$ cat src/sv/gfg_ram.sv
`timescale 1ns / 1ps
module gfg_ram #(
  parameter int WIDTH = 49,
  parameter int DEPTH = 8,
  localparam int AW = (DEPTH > 1) ? $clog2(DEPTH) : 1
) (
  input  logic             clk,
  input  logic             we,
  input  logic [AW-1:0]    waddr,
  input  logic [WIDTH-1:0] wdata,
  input  logic             re,
  input  logic [AW-1:0]    raddr,
  output logic [WIDTH-1:0] rdata
);

  logic [WIDTH-1:0] mem [DEPTH];

  always_ff @(posedge clk) begin
    if (we) begin
      mem[waddr] <= wdata;
    end
    if (re) begin
      rdata <= mem[raddr];
    end
  end

endmodule

$ cat config.mk
export PLATFORM = sky130hd
export DESIGN_NAME = gfg_ram
export DESIGN_NICKNAME = d
export VERILOG_FILES = /design/src/sv/gfg_ram.sv
export SDC_FILE = /design/constraint.sdc
export NUM_CORES = 1
export LEC_CHECK = 0
export ABC_AREA = 1
export BUFFER_PORTS_ARGS = -buffer_cell sky130_fd_sc_hd__clkbuf_2
export CAP_MARGIN = 0
export CORE_ASPECT_RATIO = 0.9
export CORE_MARGIN = 2
export CORE_UTILIZATION = 36
export CTS_CLUSTER_DIAMETER = 150
export CTS_CLUSTER_SIZE = 20
export DETAILED_ROUTE_END_ITERATION = 7
export GPL_ROUTABILITY_DRIVEN = 0
export SKIP_CTS_REPAIR_TIMING = 1
export SLEW_MARGIN = 10
export SYNTH_ARGS = -nofsm -noshare
export SYNTH_HDL_FRONTEND = slang
export SYNTH_SLANG_ARGS = --single-unit
$ cat constraint.sdc
create_clock -name clk -period 2.9 [get_ports clk]
set_input_delay 0.29 -clock clk [delete_from_list [all_inputs] [get_ports clk]]
set_output_delay 0.29 -clock clk [all_outputs]
set_load 0.1 [all_outputs]
=== After elaboration in Yosys (flattened, before gate mapping) ===
Memory sizes are Yosys's and may differ from the RTL's. A register that Yosys moved wholly into a read port is not among the register bits.
Cells that the tools add are included.

* ROM bits: 0
* Memories kept: 1
* Bits in latches: 0
* Bits in writable memories: 392
* Output and inout bits: 49
* Register bits: 0

* Equality and inequality tests: 0
* Multiply operators: 0
* Multiplexer cells: 2
* Div/mod/pow operators: 0
* Reductions and logical operators: 0
* Magnitude comparators: 0
* Add/sub/neg operators: 0
* Shift operators: 0
* Bitwise logic cells: 0

{| class="wikitable"
|+ Memories
! memory !! words !! bits a word !! rd ports !! clocked after Yosys merged registers in !! write ports !! line !! source
|-
| mem || 8 || 49 || 1 || 1 || 1 || 16 || <nowiki>logic [WIDTH-1:0] mem [DEPTH];</nowiki>
|}

{| class="wikitable"
|+ Operator list
! kind !! number
|-
| 2-to-1 mux 1 bit || 2
|}

=== Depth between registers and ports, before layout ===
* Depth after elaboration: 2
* Gate-level depth with buffers: 9

=== Worst setup path after synthesis ===
No wires, ideal clock.

* Path kind: input port to flip-flop
* Start: input port waddr[0]
* End: memory mem[0][0] (enable)
* Arrival: 2.488 ns
* Path slack: -0.045 ns
* Cell stages on the path: 3
* Buffers on the path: 0
* Path through: inv_1 nand2_1 nor2_1

{| class="wikitable"
|+ RTL lines
! what !! line !! source
|-
| start, declared || 9 || <nowiki>input logic [AW-1:0] waddr,</nowiki>
|-
| end, declared || 16 ||
|}

Straight into the memory's write port.

=== Final worst setup path ===
* Start: register rdata[19], read port of mem
* End: output port rdata[19]

{| class="wikitable"
|+ RTL lines
! what !! line !! source
|-
| start, declared || 13 || <nowiki>output logic [WIDTH-1:0] rdata</nowiki>
|}

No word-level cell between the ends.

==> flow_results.xml <==
<?xml version="1.0" encoding="UTF-8"?>
<metrics>
  <group name="finish">
    <metric name="area.growth.synth_to_final" unit="%">12.00</metric>
    <metric name="layout.area.seq" unit="mm²">0.01324</metric>
    <metric name="fillers" unit="">4804</metric>
    <metric name="multi_input_area" unit="mm²">0.003485</metric>
    <metric name="mostFrequentLayoutCells" unit="">643 x sky130_fd_sc_hd__nand2_1, 441 x sky130_fd_sc_hd__edfxtp_1, 395 x sky130_fd_sc_hd__inv_1, 196 x sky130_fd_sc_hd__nand3_1, 102 x sky130_fd_sc_hd__clkbuf_2</metric>
    <metric name="final_cell_area" unit="mm²">0.02086</metric>
    <metric name="layout-drive-gt1-share" unit="%">8.930</metric>
    <metric name="finish.net_count" unit="">1916</metric>
    <metric name="final_common_cell" unit="">sky130_fd_sc_hd__nand2_1</metric>
    <metric name="layoutNonFillerInstCount" unit="">2550</metric>
  </group>
  <group name="sta">
    <metric name="timing.fmax" unit="MHz">544.7</metric>
    <metric name="final.hold.worst_slack" unit="ns">-0.01058</metric>
    <metric name="timing_hold_violations_final" unit="">19</metric>
    <metric name="finClkSkew" unit="ns">0.01673</metric>
    <metric name="worst_margin_pin_slew" unit="ns">0.9464</metric>
    <metric name="unrepaired_setup_endpoints_after_global_routing" unit="">no</metric>
    <metric name="totalNegativeSetupSlack" unit="ns">0</metric>
    <metric name="final_setup_violation_count" unit="">0</metric>
    <metric name="slew_viol_final" unit="">0</metric>
    <metric name="post-route-min-period" unit="ns">1.836</metric>
    <metric name="timing.max_slew.rel_slack" unit="%">36.91</metric>
    <metric name="period_share" unit="%">63.31</metric>
  </group>
  <group name="drt">
    <metric name="drt-wirelength-per-cell" unit="µm">15.89</metric>
    <metric name="wirelength" unit="µm">40530</metric>
    <metric name="route.antenna.remaining_nets" unit="">0</metric>
    <metric name="initialDrtViolationCount" unit="">935</metric>
    <metric name="top_routing_layer_in_use" unit="">met5</metric>
    <metric name="detailroute.wirelength.met2" unit="µm">19370</metric>
    <metric name="drt-met1-wl" unit="µm">17800</metric>
    <metric name="drt_first_pass_iters" unit="">5</metric>
    <metric name="drcViolationCount" unit="">0</metric>
    <metric name="num_vias" unit="">11230</metric>
    <metric name="met3RoutedLength" unit="µm">2452</metric>
    <metric name="avgViaCountPerCell" unit="">4.404</metric>
  </group>
  <group name="cts">
    <metric name="cts_tree" unit="">done</metric>
    <metric name="max-clock-path-buffers" unit="">3</metric>
    <metric name="clock_transition_at_the_registers_of_the_reported_paths" unit="ns">0.08</metric>
    <metric name="cts_max_level" unit="">1</metric>
    <metric name="cts_root_buf" unit="">sky130_fd_sc_hd__clkbuf_16</metric>
    <metric name="cts.sinks" unit="">441</metric>
    <metric name="cts_buffers" unit="">26</metric>
    <metric name="worstSkewPairLatency" unit="ns">0.58</metric>
  </group>
  <group name="worst_setup_path">
    <metric name="critical_path.cell_chain" unit="">clkbuf_2</metric>
    <metric name="cp.buffers_inverters" unit="">1</metric>
    <metric name="worst_ep_arrival_time" unit="ns">1.55</metric>
    <metric name="critical_path.max_fanout" unit="">1</metric>
    <metric name="worstReg2RegStart" unit="">mem[5][34]$_DFFE_PP_</metric>
    <metric name="cp.required" unit="ns">2.61</metric>
    <metric name="critPathMaxStageDelay" unit="ns">0.50</metric>
    <metric name="crit_path_class" unit="">flop to output port</metric>
    <metric name="worst_path_dominant_cell_family" unit="">buffers and inverters</metric>
    <metric name="timing.critical_path.to_type" unit="">output port</metric>
    <metric name="worst_setup_path_startpoint" unit="">rdata[19]$_DFFE_PP_</metric>
    <metric name="startpoint_type" unit="">flop</metric>
    <metric name="cell_at_the_slowest_stage_of_the_critical_path" unit="">sky130_fd_sc_hd__clkbuf_2</metric>
  </group>
  <group name="floorplan">
    <metric name="std_cell_rows" unit="">79</metric>
    <metric name="boundaryPins" unit="">107</metric>
    <metric name="initial_core_util" unit="%">36.23</metric>
    <metric name="die_h" unit="µm">219.8</metric>
    <metric name="die_area" unit="mm²">0.05357</metric>
    <metric name="core-area" unit="mm²">0.05140</metric>
    <metric name="die_x" unit="µm">243.7</metric>
  </group>
  <group name="power">
    <metric name="combPwrFrac" unit="%">10.4</metric>
    <metric name="power.sequential.fraction" unit="%">60.1</metric>
    <metric name="power.net_switching" unit="µW">3028</metric>
    <metric name="netSwitchingFraction" unit="%">24.81</metric>
    <metric name="cellInternalPower" unit="µW">9176</metric>
    <metric name="pwr_per_cell_area" unit="mW/mm²">585.1</metric>
    <metric name="static-leakage-power" unit="µW">0.009306</metric>
    <metric name="irDropWorstVdd" unit="mV">0.4296</metric>
    <metric name="clock_power_share" unit="%">29.5</metric>
  </group>
  <group name="yosys">
    <metric name="yosys.cell_types.count" unit="">11</metric>
    <metric name="post-synth-top-area-fraction" unit="%">71.11</metric>
    <metric name="syn-instance-count" unit="">1761</metric>
    <metric name="post_synthesis_net_count" unit="">1819</metric>
    <metric name="post_synth.cell_area_avg" unit="µm²">10.58</metric>
    <metric name="synth.yosys.warnings" unit="">0</metric>
    <metric name="synth-seq-cells" unit="">441</metric>
    <metric name="post_synth_instance_area" unit="mm²">0.01862</metric>
    <metric name="netlist_top_cells_area" unit="">sky130_fd_sc_hd__edfxtp_1 71%, sky130_fd_sc_hd__nand2_1 13%, sky130_fd_sc_hd__inv_1 8.0%</metric>
    <metric name="yosysSeqAreaShare" unit="%">71.11</metric>
    <metric name="yosys.area.top_type" unit="">sky130_fd_sc_hd__edfxtp_1</metric>
  </group>
  <group name="global_routing">
    <metric name="overall_routing_resource_usage" unit="%">15.21</metric>
    <metric name="number_of_antenna_violations_at_the_first_check_in_global_routing" unit="">6</metric>
    <metric name="grt_start_max_net_pins" unit="">123</metric>
    <metric name="grt_pass1_wl" unit="µm">62690</metric>
    <metric name="gr-total-overflow" unit="">0</metric>
    <metric name="grt_pass1_vias" unit="">10740</metric>
  </group>
  <group name="placement">
    <metric name="hpwlAfterDp" unit="µm">20260</metric>
    <metric name="io_buffer_count" unit="">106</metric>
    <metric name="numPlacedInstances" unit="">2501</metric>
    <metric name="place_area" unit="mm²">0.01999</metric>
  </group>
  <group name="min_path">
    <metric name="min_from" unit="">wdata[24]</metric>
    <metric name="min-delay-path-class" unit="">input port to flop</metric>
  </group>
  <group name="run">
    <metric name="max_cap_violations" unit="">0</metric>
  </group>
  <group name="status">
    <metric name="run_status" unit="">complete, but fails checks</metric>
    <metric name="failed_checks" unit="">hold timing</metric>
  </group>
</metrics>
cell usage after synthesis:
cell type,n
sky130_fd_sc_hd__inv_4,2
sky130_fd_sc_hd__clkbuf_1,16
sky130_fd_sc_hd__nor2_1,8
sky130_fd_sc_hd__nand3_1,196
sky130_fd_sc_hd__nand2_1,643
sky130_fd_sc_hd__inv_1,396
sky130_fd_sc_hd__edfxtp_1,441
sky130_fd_sc_hd__buf_6,14
sky130_fd_sc_hd__buf_1,5
sky130_fd_sc_hd__buf_4,8
sky130_fd_sc_hd__buf_2,32
logic make-up (layout without fill, tap and decap cells):
| logic type | count (synthesis) | count (layout) | synth area share (%) |
|---|---|---|---|
| other | 0 | 3 | 0 |
| buffers and inverters | 473 | 571 | 10.50 |
| AND/OR/NAND/NOR | 847 | 847 | 18.39 |
| flip-flops | 441 | 441 | 71.11 |
stage by stage:
step	setup slack [ns]	utilization [%]	total power, µW
2_1_floorplan	-0.04391	-	8379
3_3_place_gp	0.9981	38.89	8730
3_5_place_dp	0.9800	38.89	8749
4_1_cts	1.038	40.23	12330
5_1_grt	1.038	40.57	12680
6_report	1.064	40.58	12200
metal layers:
| metal | GRT usage (%) | vias to the layer above |
|---|---|---|
| met5 | 0 | - |
| met4 | 3.821 | 6 |
| met3 | 2.789 | 61 |
| met2 | 25.96 | 240 |
| met1 | 20.10 | 5247 |
| li1 | - | 5677 |
state kept, by name, summed over array words and instances, names as in the netlist:
| register | cells |
|---|---|
| mem | 392 |
| rdata | 49 |
power by group through the flow:
stage	clock, µW	combinational, µW	sequential (µW)
final	3600	1270	7340
after floorplan	0	510	7870
after global placement	0	1250	7480
after detailed placement	0	1260	7490
after CTS	3720	1270	7340
after global routing	3930	1390	7360
worst paths after layout:
check | end | slack (ns) | cells after the start
setup / recovery | rdata[19] | 1.06 | 1
hold / removal | mem[3][24]$_DFFE_PP_ | -0.01 | 1
setup reg to reg | rdata[34]$_DFFE_PP_ | 1.88 | 6
hold reg to reg | rdata[9]$_DFFE_PP_ | 0.71 | 6
cell type report:
cell class | count | share of cell area, %
tap | 688 | 4.127
timing repair buffer | 144 | 5.129
clock inverter | 2 | 0.1740
multi-input combinational | 847 | 16.71
sequential | 441 | 63.49
inverter | 398 | 7.199
clock buffer | 27 | 3.137
antenna | 3 | 0.03599
Power figures use the tool's default switching activity.
